**config.mk**
```make
export PLATFORM = sky130hd
export DESIGN_NAME = led_ramp_thermal_limiter
export DESIGN_NICKNAME = d
export VERILOG_FILES = /design/src/rtl/lrtl_pkg.sv /design/src/rtl/led_ramp_thermal_limiter.sv
export SDC_FILE = /design/constraint.sdc
export NUM_CORES = 1
export LEC_CHECK = 0
export BUFFER_PORTS_ARGS = -buffer_cell sky130_fd_sc_hd__buf_2
export CAP_MARGIN = 0
export CORE_MARGIN = 10
export CORE_UTILIZATION = 55
export CTS_BUF_LIST = sky130_fd_sc_hd__clkbuf_8 sky130_fd_sc_hd__clkbuf_16
export DETAILED_ROUTE_END_ITERATION = 12
export PLACE_DENSITY = 0.74
export SYNTH_ARGS = -nofsm -noshare
export SYNTH_HDL_FRONTEND = slang
export SYNTH_SLANG_ARGS = --single-unit
```
**constraint.sdc**
```tcl
create_clock -name clk -period 11.1 [get_ports clk]
set_input_delay 1.11 -clock clk [delete_from_list [all_inputs] [get_ports clk]]
set_output_delay 1.11 -clock clk [all_outputs]
set_load 0.05 [all_outputs]
```
**src/rtl/lrtl_pkg.sv**
```systemverilog
// ----------------------------------------------------------------------------
// lrtl_pkg
// Shared types and constants of the ramping light-level controller with
// low-cell and thermal limiting.
// ----------------------------------------------------------------------------
package lrtl_pkg;

  localparam int unsigned LEVEL_W = 12;
  localparam int unsigned CELL_W  = 8;
  localparam int unsigned TEMP_W  = 8;
  localparam int unsigned CNT_W   = 8;
  localparam int unsigned CFG_IDX_W  = 3;
  localparam int unsigned CFG_DATA_W = 12;

  typedef enum logic [1:0] {
    MODE_UP      = 2'd0,
    MODE_STEADY  = 2'd1,
    MODE_DOWN    = 2'd2,
    MODE_THERMAL = 2'd3
  } mode_t;

  // configuration register indexes
  typedef enum logic [CFG_IDX_W-1:0] {
    REG_LOW_CELL     = 3'd0,
    REG_FULL_CELL    = 3'd1,
    REG_LEVEL_MIN    = 3'd2,
    REG_LEVEL_MAX    = 3'd3,
    REG_THERMAL_THR  = 3'd4,
    REG_STORED_LIMIT = 3'd5
  } cfg_reg_t;

  localparam logic [CELL_W-1:0]  RST_LOW_CELL     = 8'd150;
  localparam logic [CELL_W-1:0]  RST_FULL_CELL    = 8'd210;
  localparam logic [LEVEL_W-1:0] RST_LEVEL_MIN    = 12'd120;
  localparam logic [LEVEL_W-1:0] RST_LEVEL_MAX    = 12'd450;
  localparam logic [LEVEL_W-1:0] RST_THERMAL_THR  = 12'd180;
  localparam logic [TEMP_W-1:0]  RST_STORED_LIMIT = 8'd128;

  localparam logic [CNT_W-1:0]   CLICK_RESET_TICK = 8'd20;
  localparam logic [CNT_W-1:0]   CLICK_THERMAL    = 8'd10;
  localparam logic [LEVEL_W:0]   SHUTDOWN_MARGIN  = 13'd10;
  localparam logic [LEVEL_W-1:0] LEVEL_TOP        = 12'hFFF;
  localparam logic [CELL_W-1:0]  CELL_TOP         = 8'hFF;

endpackage

```
**src/rtl/led_ramp_thermal_limiter.sv**
```systemverilog
// ----------------------------------------------------------------------------
// led_ramp_thermal_limiter
// Click-driven ramping light controller with low-cell step limiting,
// temperature limiting, shutdown and cell reading filter.
// ----------------------------------------------------------------------------
// One item (tick or power-on event) is taken every clock cycle unless the
// result side stalls. Each item passes an input register and then a result
// register, from which its result is taken. Every item reads and writes the
// controller state as it moves from the input register to the result
// register, through a short path of compares and one 14-bit add. A stalled
// result holds the result register and, once the input register is also
// full, the input side.
// Configuration writes are taken in every cycle outside reset.
module led_ramp_thermal_limiter (
  input  logic                                 clk,
  input  logic                                 rst,
  // event channel
  input  logic                                 in_valid,
  output logic                                 in_stall,
  input  logic                                 op,
  input  logic [15:0]                          temp_count,
  input  logic [lrtl_pkg::CELL_W-1:0]          cell_sample,
  input  logic                                 memory_kept,
  // result channel
  output logic                                 out_valid,
  input  logic                                 out_stall,
  output logic [lrtl_pkg::LEVEL_W-1:0]         light_level,
  output logic                                 full_on,
  output logic                                 idle_sleep,
  output logic                                 shut_down,
  output logic                                 save_limit,
  output logic [lrtl_pkg::TEMP_W-1:0]          temp_limit_out,
  output logic [lrtl_pkg::LEVEL_W-1:0]         user_level_out,
  output logic [1:0]                           mode_out,
  // configuration channel
  input  logic                                 cfg_valid,
  output logic                                 cfg_ready,
  input  logic [lrtl_pkg::CFG_IDX_W-1:0]       cfg_index,
  input  logic [lrtl_pkg::CFG_DATA_W-1:0]      cfg_data
);

  // configuration registers
  logic [lrtl_pkg::CELL_W-1:0]  low_cell_level;
  logic [lrtl_pkg::CELL_W-1:0]  full_cell_level;
  logic [lrtl_pkg::LEVEL_W-1:0] level_min;
  logic [lrtl_pkg::LEVEL_W-1:0] level_max;
  logic [lrtl_pkg::LEVEL_W-1:0] thermal_threshold;
  logic [lrtl_pkg::TEMP_W-1:0]  stored_temp_limit;

  assign cfg_ready = !rst;

  always_ff @(posedge clk) begin
    if (rst) begin
      low_cell_level    <= lrtl_pkg::RST_LOW_CELL;
      full_cell_level   <= lrtl_pkg::RST_FULL_CELL;
      level_min         <= lrtl_pkg::RST_LEVEL_MIN;
      level_max         <= lrtl_pkg::RST_LEVEL_MAX;
      thermal_threshold <= lrtl_pkg::RST_THERMAL_THR;
      stored_temp_limit <= lrtl_pkg::RST_STORED_LIMIT;
    end else if (cfg_valid && cfg_ready) begin
      unique case (cfg_index)
        lrtl_pkg::REG_LOW_CELL:     low_cell_level    <= cfg_data[lrtl_pkg::CELL_W-1:0];
        lrtl_pkg::REG_FULL_CELL:    full_cell_level   <= cfg_data[lrtl_pkg::CELL_W-1:0];
        lrtl_pkg::REG_LEVEL_MIN:    level_min         <= cfg_data;
        lrtl_pkg::REG_LEVEL_MAX:    level_max         <= cfg_data;
        lrtl_pkg::REG_THERMAL_THR:  thermal_threshold <= cfg_data;
        lrtl_pkg::REG_STORED_LIMIT: stored_temp_limit <= cfg_data[lrtl_pkg::TEMP_W-1:0];
        default: ;
      endcase
    end
  end

  // input register
  logic                        s1_valid;
  logic                        s1_op;
  logic [15:0]                 s1_temp_count;
  logic [lrtl_pkg::CELL_W-1:0] s1_cell_sample;
  logic                        s1_memory_kept;
  logic                        s1_adv;
  logic                        fire;

  assign s1_adv   = !out_valid || !out_stall;
  assign in_stall = rst || (s1_valid && !s1_adv);
  assign fire     = s1_valid && s1_adv;

  always_ff @(posedge clk) begin
    if (rst) begin
      s1_valid <= 1'b0;
    end else if (!in_stall) begin
      s1_valid <= in_valid;
    end
  end

  always_ff @(posedge clk) begin
    if (in_valid && !in_stall) begin
      s1_op          <= op;
      s1_temp_count  <= temp_count;
      s1_cell_sample <= cell_sample;
      s1_memory_kept <= memory_kept;
    end
  end

  // controller state
  lrtl_pkg::mode_t              mode, mode_next;
  logic [lrtl_pkg::LEVEL_W-1:0] user_level, user_level_next;
  logic [lrtl_pkg::LEVEL_W-1:0] drive_level, drive_level_next;
  logic [lrtl_pkg::CELL_W-1:0]  filtered_cell, filtered_cell_next;
  logic [lrtl_pkg::TEMP_W-1:0]  heat_limit, heat_limit_next;
  logic [lrtl_pkg::CNT_W-1:0]   clicks, clicks_next;
  logic [lrtl_pkg::CNT_W-1:0]   tick_count, tick_count_next;
  logic                         ramp_down_phase, ramp_down_phase_next;
  logic                         memory_marked, memory_marked_next;
  logic                         halted, halted_next;

  // result of this item
  logic [lrtl_pkg::LEVEL_W-1:0] res_level;
  logic                         res_full, res_idle, res_shut, res_save;

  // datapath pieces
  logic [lrtl_pkg::TEMP_W-1:0]  temperature;
  logic [lrtl_pkg::LEVEL_W-1:0] ul_capped;
  logic [lrtl_pkg::CNT_W-1:0]   click_inc;
  logic signed [8:0]            cell_diff;
  logic signed [7:0]            step_cell;
  logic signed [7:0]            step_temp;
  logic signed [7:0]            step;
  logic                         thermal_on;
  logic signed [13:0]           lvl_sum;
  logic [lrtl_pkg::LEVEL_W-1:0] lvl_sat;
  logic [lrtl_pkg::LEVEL_W-1:0] lvl;
  logic                         go_dark;
  logic [lrtl_pkg::CELL_W-1:0]  cell_hi, cell_lo, cell_tmp, cell_filt;

  assign temperature = s1_temp_count[8:1];
  assign ul_capped   = (user_level >= level_max) ? level_max : user_level;
  assign click_inc   = clicks + 8'd1;

  // low-cell margin, saturated to a signed byte
  assign cell_diff = $signed({1'b0, filtered_cell}) - $signed({1'b0, low_cell_level});
  always_comb begin
    if (cell_diff > 9'sd127) begin
      step_cell = 8'sd127;
    end else if (cell_diff < -9'sd128) begin
      step_cell = -8'sd128;
    end else begin
      step_cell = cell_diff[7:0];
    end
  end

  // negated sign of the over-temperature
  always_comb begin
    if (temperature > heat_limit) begin
      step_temp = -8'sd1;
    end else if (temperature == heat_limit) begin
      step_temp = 8'sd0;
    end else begin
      step_temp = 8'sd1;
    end
  end

  // cell filter window around the fresh sample
  assign cell_hi   = (s1_cell_sample == lrtl_pkg::CELL_TOP) ? lrtl_pkg::CELL_TOP
                                                            : s1_cell_sample + 8'd1;
  assign cell_lo   = (s1_cell_sample == '0) ? '0 : s1_cell_sample - 8'd1;
  assign cell_tmp  = (cell_hi < filtered_cell) ? cell_hi : filtered_cell;
  assign cell_filt = (cell_lo > cell_tmp) ? cell_lo : cell_tmp;

  always_comb begin
    mode_next            = mode;
    user_level_next      = user_level;
    drive_level_next     = drive_level;
    filtered_cell_next   = filtered_cell;
    heat_limit_next      = heat_limit;
    clicks_next          = clicks;
    tick_count_next      = tick_count;
    ramp_down_phase_next = ramp_down_phase;
    memory_marked_next   = memory_marked;
    halted_next          = halted;
    res_level = '0;
    res_full  = 1'b0;
    res_idle  = 1'b0;
    res_shut  = 1'b0;
    res_save  = 1'b0;
    thermal_on = 1'b0;
    step      = step_cell;
    lvl_sum   = '0;
    lvl_sat   = '0;
    lvl       = '0;
    go_dark   = 1'b0;

    if (s1_op) begin
      // power-on event
      filtered_cell_next   = full_cell_level;
      tick_count_next      = '0;
      ramp_down_phase_next = 1'b0;
      halted_next          = 1'b0;
      user_level_next      = ul_capped;
      if (memory_marked && s1_memory_kept) begin
        clicks_next = click_inc;
        if (click_inc == 8'd1) begin
          case (mode) inside
            lrtl_pkg::MODE_UP, lrtl_pkg::MODE_DOWN: mode_next = lrtl_pkg::MODE_STEADY;
            lrtl_pkg::MODE_STEADY:                  mode_next = lrtl_pkg::MODE_UP;
            default:                                res_save  = 1'b1;
          endcase
        end else if (click_inc == 8'd2) begin
          mode_next = lrtl_pkg::MODE_DOWN;
        end else if (click_inc > lrtl_pkg::CLICK_THERMAL) begin
          mode_next       = lrtl_pkg::MODE_THERMAL;
          user_level_next = level_max;
        end else begin
          mode_next = lrtl_pkg::MODE_STEADY;
        end
      end else begin
        // cold start
        memory_marked_next = 1'b1;
        user_level_next    = level_min;
        mode_next          = lrtl_pkg::MODE_UP;
        clicks_next        = '0;
        heat_limit_next    = stored_temp_limit;
      end
      drive_level_next = user_level_next;
      res_level        = user_level_next;
    end else if (halted) begin
      res_shut = 1'b1;
    end else begin
      tick_count_next = tick_count + 8'd1;
      if (tick_count_next == lrtl_pkg::CLICK_RESET_TICK) begin
        clicks_next = '0;
      end
      if (mode == lrtl_pkg::MODE_THERMAL) begin
        heat_limit_next = temperature;
      end
      if (mode == lrtl_pkg::MODE_UP) begin
        if (user_level < lrtl_pkg::LEVEL_TOP) begin
          user_level_next = user_level + 12'd1;
        end
        if (user_level_next >= level_max) begin
          mode_next = lrtl_pkg::MODE_STEADY;
        end
      end else if (mode == lrtl_pkg::MODE_DOWN) begin
        if (ramp_down_phase) begin
          ramp_down_phase_next = 1'b0;
          if (user_level != '0) begin
            user_level_next = user_level - 12'd1;
          end
          if (user_level_next <= level_min) begin
            mode_next = lrtl_pkg::MODE_STEADY;
          end
        end else begin
          ramp_down_phase_next = 1'b1;
        end
      end

      // thermal mode never changes on a tick, so the old mode decides
      thermal_on = (drive_level >= thermal_threshold) && (mode != lrtl_pkg::MODE_THERMAL);
      if (thermal_on && (step_temp < step_cell)) begin
        step = step_temp;
      end
      lvl_sum = $signed({2'b00, drive_level}) + $signed({{6{step[7]}}, step});
      if (lvl_sum[13]) begin
        lvl_sat = '0;
      end else if (lvl_sum[12]) begin
        lvl_sat = lrtl_pkg::LEVEL_TOP;
      end else begin
        lvl_sat = lvl_sum[11:0];
      end
      lvl = (user_level_next < lvl_sat) ? user_level_next : lvl_sat;

      go_dark = ({1'b0, lvl} + lrtl_pkg::SHUTDOWN_MARGIN) < {1'b0, level_min};
      if (go_dark) begin
        halted_next = 1'b1;
        res_shut    = 1'b1;
      end else begin
        drive_level_next   = lvl;
        filtered_cell_next = cell_filt;
        res_level          = lvl;
        res_full           = (lvl == level_max);
        res_idle           = (lvl >= thermal_threshold);
      end
    end
  end

  always_ff @(posedge clk) begin
    if (rst) begin
      mode            <= lrtl_pkg::MODE_UP;
      user_level      <= lrtl_pkg::RST_LEVEL_MIN;
      drive_level     <= lrtl_pkg::RST_LEVEL_MIN;
      filtered_cell   <= lrtl_pkg::RST_FULL_CELL;
      heat_limit      <= lrtl_pkg::RST_STORED_LIMIT;
      clicks          <= '0;
      tick_count      <= '0;
      ramp_down_phase <= 1'b0;
      memory_marked   <= 1'b0;
      halted          <= 1'b0;
    end else if (fire) begin
      mode            <= mode_next;
      user_level      <= user_level_next;
      drive_level     <= drive_level_next;
      filtered_cell   <= filtered_cell_next;
      heat_limit      <= heat_limit_next;
      clicks          <= clicks_next;
      tick_count      <= tick_count_next;
      ramp_down_phase <= ramp_down_phase_next;
      memory_marked   <= memory_marked_next;
      halted          <= halted_next;
    end
  end

  // result register
  always_ff @(posedge clk) begin
    if (rst) begin
      out_valid <= 1'b0;
    end else if (s1_adv) begin
      out_valid <= s1_valid;
    end
  end

  always_ff @(posedge clk) begin
    if (fire) begin
      light_level    <= res_level;
      full_on        <= res_full;
      idle_sleep     <= res_idle;
      shut_down      <= res_shut;
      save_limit     <= res_save;
      temp_limit_out <= heat_limit_next;
      user_level_out <= user_level_next;
      mode_out       <= mode_next;
    end
  end

  // a dark light reports nothing driven
  a_shut_dark: assert property (@(posedge clk) disable iff (rst)
    out_valid && shut_down |-> (light_level == '0) && !full_on && !idle_sleep)
    else $error("shutdown result with light driven");

  // a save request comes only from a click while in thermal config
  a_save_mode: assert property (@(posedge clk) disable iff (rst)
    out_valid && save_limit |-> (mode_out == lrtl_pkg::MODE_THERMAL) && !shut_down)
    else $error("save request outside thermal config");

  // the driven level never exceeds the user level
  a_level_cap: assert property (@(posedge clk) disable iff (rst)
    out_valid && !shut_down |-> light_level <= user_level_out)
    else $error("driven level above user level");

  // ticks while halted leave the drive level alone
  a_halt_hold: assert property (@(posedge clk) disable iff (rst)
    fire && halted && !s1_op |=> $stable(drive_level) && halted)
    else $error("halted state changed by a tick");

endmodule

```
==> flow_metrics.py, run 1 <==
metrics = {
    "status": {
        "status": "completed",
    },
    "yosys": {
        "synth_edf_count": 56,
        "synth_warnings": 0,
        "syn_nets": 1863,
        "ys_seq_area_share_pct": 29.7,
        "syn_area_um2": 13900,
        "async_reset_ff_share_pct": 0,
        "synth_ff_type": "dfxtp_1",
        "ys_types": 95,
        "syn_avg_cell_area_um2": 8.34,
        "synthCells": 1671,
        "ys_ff_latch": 179,
    },
    "global_routing": {
        "grt-ovfl-total": 0,
        "grt_max_degree": 86,
        "first_global_vias": 13000,
        "grt_use_met3_pct": 5.39,
        "grt.met2_usage_pct": 45.6,
        "grt_busiest_layer": "met2",
        "antenna_found_initial": 1,
        "grt_pass1_wl_um": 71900,
        "grt_use_met1_pct": 37.5,
        "grtUsageTotal_pct": 28.5,
    },
    "floorplan": {
        "dieArea_um2": 32100,
        "die_w_um": 179,
        "initial_utilization_pct": 55.6,
        "fp.dieH_um": 179,
        "io_pins": 87,
        "coreArea_um2": 25000,
        "placementRows": 58,
    },
    "clock_network": {
        "clock_sinks": 179,
        "clk_latency_ns": 0.45,
        "cts_inserted_buffers": 17,
        "clkTransAtPathRegs_ns": 0.08,
        "cts_tree": "built",
        "hold_buffers": 0,
        "h-tree-depth": 4,
        "cts.path.max_buffers": 2,
        "cts_root_buffer": "clkbuf_16",
    },
    "critical_path": {
        "required_ns": 11.39,
        "crit_buf_inv": 12,
        "worst_ep_arrival_time_ns": 11.04,
        "startpoint_type": "register",
        "end_kind": "register",
        "criticalPathCategory": "reg -> reg",
        "cp_max_fo": 6,
        "crit_family": "compound AO/OA/AOI/OAI gates",
        "crit_slowest_cell": "or4_1",
        "cp_common_cell": "buf_4",
        "max_stage_delay_ns": 0.58,
    },
    "routing": {
        "routed_wl_um": 46900,
        "dr.pass1.iters": 8,
        "num_vias": 13700,
        "drc": 0,
        "wl_per_cell_um": 21.4,
        "ant_nets": 0,
        "drtIter0Drc": 1430,
        "via_per_inst": 6.24,
    },
    "layout": {
        "final_nets": 2041,
        "seq_area_um2": 4140,
        "multi_input_area_um2": 9410,
        "drive_gt1_share_pct": 20.3,
        "area_growth_pct": 19.2,
        "fillers": 2155,
    },
    "sta": {
        "maxSlewViolCount": 0,
        "setup-violations-final": 0,
        "maxSlewHeadroom_pct": 19.8,
        "hold_viol_final": 0,
        "fin_setup_tns_ns": 0,
        "period_minus_slack_ns": 10.75,
        "fmax_mhz": 93.1,
        "post-route-period-util_pct": 96.8,
        "fin_skew_ns": 0.0171,
        "worst_pin_slew_ns": 1.20,
    },
    "hold_path": {
        "hold_path_class": "reg -> reg",
    },
    "placement": {
        "hpwl_um": 35600,
        "gp_congestion": 0.999,
        "io_buffers": 78,
    },
    "flow_run": {
        "cap_violations": 0,
    },
}
## through the flow
step / hold WS, ns / util [%] / worst slack, ns / cells / area [um^2]
after floorplan: 0.436 / - / 0.0157 / 1671 / 13900
after global placement: 0.445 / 62.1 / -0.0252 / 2151 / 15500
after detailed placement: 0.451 / 62.1 / -0.198 / 2151 / 15500
after CTS: 0.461 / 64.8 / 0.0411 / 2183 / 16200
after global routing: 0.488 / 66.3 / -0.00566 / 2192 / 16600
final: 0.462 / 66.3 / 0.354 / 2193 / 16600
## routing by layer
layer  wire, um  part of all wire [%]  up-vias
met5         11                 0.023        -
li1           -                     -     6446
met2      21100                    45      619
met3       3860                   8.2      121
met1      20000                    43     6491
met4       1930                   4.1        2
## final cells by class
cell class                      instances  share of cell area, %
Multi-Input combinational cell       1310                   56.7
Sequential cell                       179                   25.0
Timing Repair Buffer                  234                   9.53
Clock buffer                           17                   2.56
Tap cell                              330                   2.49
Inverter                              107                   2.42
Clock inverter                         15                   1.37
Antenna cell                            1                 0.0151
## cell usage after synthesis (34+ instances only)
master    count  share of area (%)
o211ai_1     38                2.0
inv_1       103                2.8
nor2_1      148                4.0
ha_1        144                 13
clkbuf_1     57                1.5
mux2i_1      69                5.0
a21oi_1     109                3.9
o21ai_0      86                3.1
dfxtp_1     123                 18
edfxtp_1     56                 12
a21o_1       40                2.2
nand3_1      41                1.5
nand2_1     180                4.9
nor3_1       34                1.2
xnor2_1      46                2.9
## timing repair
action                                  4_1_cts  5_1_grt
setup buffers                                 0        9
pin swaps                                     2       28
endpoints found under the setup margin       36       36
gates resized for setup                       8       77
endpoints found under the hold margin         0        0
## worst paths after layout
check / start / to / slack, ns / cells past startpoint
worst min register to register: thermal_threshold[3] / thermal_threshold[3] / 0.46 / 2
worst min-delay path: thermal_threshold[3] / thermal_threshold[3] / 0.46 / 2
worst max-delay path: s1_temp_count[4] / filtered_cell[5] / 0.35 / 55
worst max register to register: s1_temp_count[4] / filtered_cell[5] / 0.35 / 55
## cell usage in the layout (no fill, tap or decap), drive strengths merged, types with 18 or more instances in the layout
cell,synthesis,final
a211oi,23,23
a21o,40,40
a21oi,110,110
buf,18,234
dfxtp,123,123
edfxtp,56,56
ha,144,144
inv,106,116
mux2i,69,69
nand2,180,180
nand2b,26,26
nand3,42,42
nand4,27,27
nor2,151,151
nor3,34,34
o211ai,39,39
o21ai,96,96
xnor2,48,48
xor2,18,18
## worst register-to-register path, delay by kind of cell, from the launching register on
kind                     cells  cell delay, ns
AO/OA/AOI/OAI               24            4.15
AND/OR/NAND/NOR             12            2.53
buffers and inverters       12            1.73
adder cells (fa/ha/maj)      6            1.61
flip-flops                   1            0.41
XOR/XNOR                     1            0.14
## registers in the layout (all words and copies together) (netlist names), 2 cells and up
register           flops
clicks                 8
temp_limit_out         8
drive_level           12
tick_count             8
full_cell_level        8
heat_limit             8
stored_temp_limit      8
level_max             12
level_min             12
thermal_threshold     12
low_cell_level         8
user_level            12
light_level           12
s1_cell_sample         8
user_level_out        12
mode                   2
filtered_cell          8
s1_temp_count          8
mode_out               2
## cell families after synthesis
group / after synthesis / share of synthesized area, %
AOI/OAI and AO/OA: 453 / 22.4
xor gates and xnor gates: 66 / 4.31
adders and majority gates: 148 / 13.4
buffers and inverters: 182 / 5.09
DFF: 179 / 29.7
muxes: 76 / 5.52
and+or+nand+nor: 567 / 19.5
Power of run 1 is left out: the tool's default activity adds up to more than one toggle a clock period on the data nets, which glitch-free logic cannot reach.
==> inputs of run 2 (changes only) <==
--- a/config.mk
+++ b/config.mk
@@ -7,11 +7,13 @@
 export LEC_CHECK = 0
 export BUFFER_PORTS_ARGS = -buffer_cell sky130_fd_sc_hd__buf_2
 export CAP_MARGIN = 0
+export CELL_PAD_IN_SITES_DETAIL_PLACEMENT = 1
+export CELL_PAD_IN_SITES_GLOBAL_PLACEMENT = 1
 export CORE_MARGIN = 10
-export CORE_UTILIZATION = 55
+export CORE_UTILIZATION = 43
 export CTS_BUF_LIST = sky130_fd_sc_hd__clkbuf_8 sky130_fd_sc_hd__clkbuf_16
 export DETAILED_ROUTE_END_ITERATION = 12
-export PLACE_DENSITY = 0.74
+export PLACE_DENSITY = 0.76
 export SYNTH_ARGS = -nofsm -noshare
 export SYNTH_HDL_FRONTEND = slang
 export SYNTH_SLANG_ARGS = --single-unit
==> flow_metrics.py, run 2 (synthesis results as in run 1) <==
metrics = {
    "critical_path": {
        "criticalPathCategory": "reg -> reg",
        "crit_buf_inv": 9,
        "max_stage_delay_ns": 0.46,
        "startpoint_type": "register",
        "end_kind": "register",
        "worst_ep_arrival_time_ns": 10.99,
        "required_ns": 11.24,
        "r2r_slack_ns": 0.25,
        "r2r-start": "low_cell_level[4]",
        "crit_slowest_cell": "or4b_1",
        "path_depth": 54,
        "cp_max_fo": 11,
        "crit_family": "compound AO/OA/AOI/OAI gates",
        "cp_common_cell": "ha_1",
        "timing.rr.end": "light_level[5]",
        "r2r_cells": 54,
    },
    "placement": {
        "gp_congestion": 0.986,
        "post-place-ws_ns": -0.624,
        "hpwl_um": 41100,
        "io_buffers": 78,
        "placed_area_um2": 15900,
    },
    "hold_path": {
        "hold_depth": 2,
        "min_from": "thermal_threshold[3]",
        "hold_path_class": "reg -> reg",
        "holdPathEnd": "thermal_threshold[3]",
    },
    "routing": {
        "via_per_inst": 6.04,
        "num_vias": 14100,
        "drtIter0Drc": 995,
        "wl_per_cell_um": 23.4,
        "dr.pass1.iters": 5,
        "drc": 0,
        "ant_nets": 0,
        "routed_wl_um": 54700,
    },
    "global_routing": {
        "grt_pass1_wl_um": 82200,
        "grt_busiest_layer": "met2",
        "first_global_vias": 14300,
        "grt-ovfl-total": 0,
        "grt.met2_usage_pct": 44.8,
        "antenna_found_initial": 3,
        "grt_max_degree": 72,
        "grt_use_met3_pct": 5.29,
        "grtUsageTotal_pct": 26.6,
        "grt_use_met1_pct": 33.6,
    },
    "sta": {
        "period_minus_slack_ns": 10.85,
        "setup-violations-final": 0,
        "hold_viol_final": 0,
        "post-route-period-util_pct": 97.7,
        "maxSlewHeadroom_pct": 18.2,
        "maxSlewViolCount": 0,
        "fin_skew_ns": 0.0130,
        "fin_setup_tns_ns": 0,
        "setup_ws_ns": 0.252,
        "worst_pin_slew_ns": 1.22,
        "fmax_mhz": 92.2,
    },
    "floorplan": {
        "io_pins": 87,
        "dieArea_um2": 40000,
        "die_w_um": 200,
        "initial_utilization_pct": 43.8,
        "fp.dieH_um": 200,
        "placementRows": 65,
        "coreArea_um2": 31800,
    },
    "layout": {
        "layout_common_cells": "buf_4, nand2_1, nor2_1",
        "final_nets": 2076,
        "mostFrequentLayoutCell": "buf_4",
        "area_growth_pct": 22.8,
        "drive_gt1_share_pct": 23.1,
        "design_area_um2": 17100,
        "fillers": 3809,
    },
    "clock_network": {
        "cts_root_buffer": "clkbuf_16",
        "cts_inserted_buffers": 17,
        "cts_tree": "built",
        "h-tree-depth": 4,
        "clock_sinks": 179,
        "clkTransAtPathRegs_ns": 0.08,
        "clk_latency_ns": 0.46,
        "cts.path.max_buffers": 2,
    },
    "flow_run": {
        "cap_violations": 0,
    },
    "status": {
        "status": "completed",
    },
}
run 2: changes by cell type in the layout (fill, tap and decap cells not counted), sizes merged:
cell	delta
buf	+35
clkinv	-1
diode	+1
clkbuf	+1
inv	-1
run 2: what timing repair did:
item                                    in CTS  in global routing
endpoints found under the setup margin      36                 36
cloned                                       0                  0
pin swaps                                    9                 37
buffers inserted                             4                 13
resized for setup                           29                101
hold buffers                                 0                  0
run 2: metal layers:
layer  routed length (um)  vias to the layer above
met4                 1600                        4
met3                 3340                      114
met1                23600                     6999
met2                26100                      455
li1                     -                     6518
met5                   16                        -
run 2: worst max path at each step:
stage	startpoint	end	slack, ns
after floorplan	low_cell_level[4]	light_level[10]	0.02
after global placement	low_cell_level[4]	drive_level[1]	-0.21
after detailed placement	low_cell_level[4]	drive_level[1]	-0.62
after CTS	low_cell_level[4]	filtered_cell[1]	0.005
after global routing	low_cell_level[4]	drive_level[0]	-0.29
final	low_cell_level[4]	light_level[5]	0.25
run 2: through the flow:
stage | instances | hold slack [ns] | util, %
global placement | 2283 | 0.444 | 49.9
detailed placement | 2283 | 0.459 | 49.9
finish | 2333 | 0.468 | 53.8
global route | 2331 | 0.495 | 53.8
CTS | 2318 | 0.470 | 52.2
floorplan | 1671 | 0.436 | -
run 2: area by class of cell:
class	instances	area (um^2)	area share, %
Clock buffer	18	450	2.63
Sequential cell	179	4140	24.2
Inverter	107	402	2.35
Tap cell	435	544	3.18
Timing Repair Buffer	269	1880	11.0
Antenna cell	2	5.00	0.0293
Multi-Input combinational cell	1310	9560	55.9
Clock inverter	13	129	0.753
run 2: worst reg2reg max path: cells and delay by family, from the launching register on:
kind / cells / cell delay, ns
DFF: 1 / 0.31
AOI/OAI and AO/OA: 25 / 5.10
buffers and inverters: 9 / 1.27
and+or+nand+nor: 14 / 2.30
xor gates and xnor gates: 1 / 0.14
adders and majority gates: 5 / 1.38
Power of run 2 is left out for the same reason.
==> inputs of run 3 (changes only) <==
--- a/config.mk
+++ b/config.mk
@@ -9,7 +9,7 @@
 export CAP_MARGIN = 0
 export CELL_PAD_IN_SITES_DETAIL_PLACEMENT = 1
 export CELL_PAD_IN_SITES_GLOBAL_PLACEMENT = 1
-export CORE_MARGIN = 10
+export CORE_MARGIN = 2
 export CORE_UTILIZATION = 43
 export CTS_BUF_LIST = sky130_fd_sc_hd__clkbuf_8 sky130_fd_sc_hd__clkbuf_16
 export DETAILED_ROUTE_END_ITERATION = 12
==> flow_metrics.py, run 3 (synthesis results as in run 1) <==
metrics = {
    "status": {
        "status": "completed",
    },
    "sta": {
        "maxSlewViolCount": 0,
        "fmax_mhz": 92.5,
        "hold_viol_final": 0,
        "worst_pin_slew_ns": 1.05,
        "post-route-period-util_pct": 97.4,
        "period_minus_slack_ns": 10.81,
        "maxSlewHeadroom_pct": 30.3,
        "fin_skew_ns": 0.0212,
        "setup-violations-final": 0,
        "fin_setup_tns_ns": 0,
    },
    "critical_path": {
        "r2r_cells": 54,
        "crit_slowest_cell": "or4b_1",
        "worst_ep_arrival_time_ns": 10.95,
        "r2r-start": "low_cell_level[3]",
        "cp_max_fo": 5,
        "r2r_slack_ns": 0.29,
        "end_kind": "register",
        "criticalPathCategory": "reg -> reg",
        "cp_common_cell": "buf_4",
        "required_ns": 11.23,
        "startpoint_type": "register",
        "timing.rr.end": "light_level[6]",
        "max_stage_delay_ns": 0.46,
    },
    "clock_network": {
        "cts.path.max_buffers": 2,
        "cts_tree": "built",
        "clock_sinks": 179,
        "clk_latency_ns": 0.46,
        "cts_inserted_buffers": 17,
        "h-tree-depth": 4,
        "hold_buffers": 0,
        "cts_root_buffer": "clkbuf_16",
        "clkTransAtPathRegs_ns": 0.08,
    },
    "routing": {
        "via_per_inst": 6.09,
        "dr.pass1.iters": 5,
        "ant_nets": 0,
        "routed_wl_um": 53700,
        "wl_per_cell_um": 23.2,
        "drtIter0Drc": 1059,
        "drc": 0,
        "num_vias": 14100,
    },
    "floorplan": {
        "placementRows": 65,
        "initial_utilization_pct": 43.9,
        "die_w_um": 184,
        "fp.dieH_um": 184,
        "dieArea_um2": 33900,
        "coreArea_um2": 31700,
        "io_pins": 87,
    },
    "hold_path": {
        "hold_path_class": "reg -> reg",
        "hold_depth": 2,
        "holdPathEnd": "thermal_threshold[10]",
        "min_from": "thermal_threshold[10]",
    },
    "layout": {
        "layout_common_cells": "buf_4, nand2_1, nor2_1",
        "fin_cells": 2310,
        "drive_gt1_share_pct": 23.8,
        "area_growth_pct": 22.9,
        "final_nets": 2087,
        "antenna_cells": 0,
        "mostFrequentLayoutCell": "buf_4",
        "fillers": 3791,
    },
    "global_routing": {
        "first_global_vias": 14400,
        "grt_max_degree": 80,
        "grt_pass1_wl_um": 81100,
        "grt-ovfl-total": 0,
        "antenna_found_initial": 5,
        "grtUsageTotal_pct": 31.2,
    },
    "placement": {
        "gp_congestion": 0.965,
        "dp_cells": 2261,
        "io_buffers": 78,
        "hpwl_um": 40400,
    },
    "flow_run": {
        "cap_violations": 0,
    },
}
run 3: cell count changes in the layout (fill, tap and decap cells not counted), sizes merged:
cell	previous run	this run
clkinv	5	6
clkbuf	18	17
inv	115	116
diode	2	0
buf	269	280
run 3: worst max path at each step:
| stage | from | endpoint | slack [ns] | cells after the start |
|---|---|---|---|---|
| finish | low_cell_level[3] | light_level[6] | 0.29 | 54 |
| global route | low_cell_level[3] | light_level[6] | -0.22 | 54 |
| CTS | low_cell_level[4] | light_level[4] | 0.001 | 53 |
| detailed placement | low_cell_level[4] | filtered_cell[5] | -0.74 | 53 |
| global placement | low_cell_level[4] | filtered_cell[5] | -0.29 | 55 |
| floorplan | low_cell_level[4] | light_level[10] | 0.02 | 52 |
run 3: final cells by class:
| class | count | area, um^2 | area share, % |
|---|---|---|---|
| clock buffer | 17 | 425 | 2.49 |
| tap | 402 | 503 | 2.94 |
| timing repair buffer | 280 | 1940 | 11.3 |
| clock inverter | 15 | 144 | 0.841 |
| inverter | 107 | 402 | 2.35 |
| multi-input combinational | 1310 | 9560 | 55.9 |
| sequential | 179 | 4150 | 24.2 |
run 3: through the flow:
| step | utilization, % | hold slack, ns | worst slack, ns | instance area [um^2] |
|---|---|---|---|---|
| floorplan | - | 0.436 | 0.0157 | 13900 |
| global placement | 50.2 | 0.445 | -0.286 | 15900 |
| detailed placement | 50.2 | 0.456 | -0.744 | 15900 |
| CTS | 52.4 | 0.467 | 0.00147 | 16600 |
| global route | 54.0 | 0.492 | -0.220 | 17100 |
| finish | 54.0 | 0.465 | 0.286 | 17100 |
run 3: worst max-delay path, delay by kind of cell, from the launching register on:
family	cells	cell delay, ns
compound gates	21	4.50
xor+xnor	1	0.10
fa+ha+maj	8	1.93
buf+inv	7	0.83
flops	1	0.34
simple gates	17	2.78
run 3: timing repair:
| action | in CTS | in global routing |
|---|---|---|
| setup buffers | 1 | 17 |
| setup endpoints to repair | 36 | 36 |
| hold endpoints to repair | 0 | 0 |
| gates resized for setup | 29 | 99 |
| pin swaps | 6 | 33 |
run 3: metal layers:
metal	GRT usage (%)	wire length (um)	vias to the layer above
li1	-	-	6535
met1	40.1	22900	6899
met2	53.2	25600	504
met3	4.42	3300	127
met4	11.3	1890	8
met5	0	39	-
Power of run 3 is left out for the same reason.
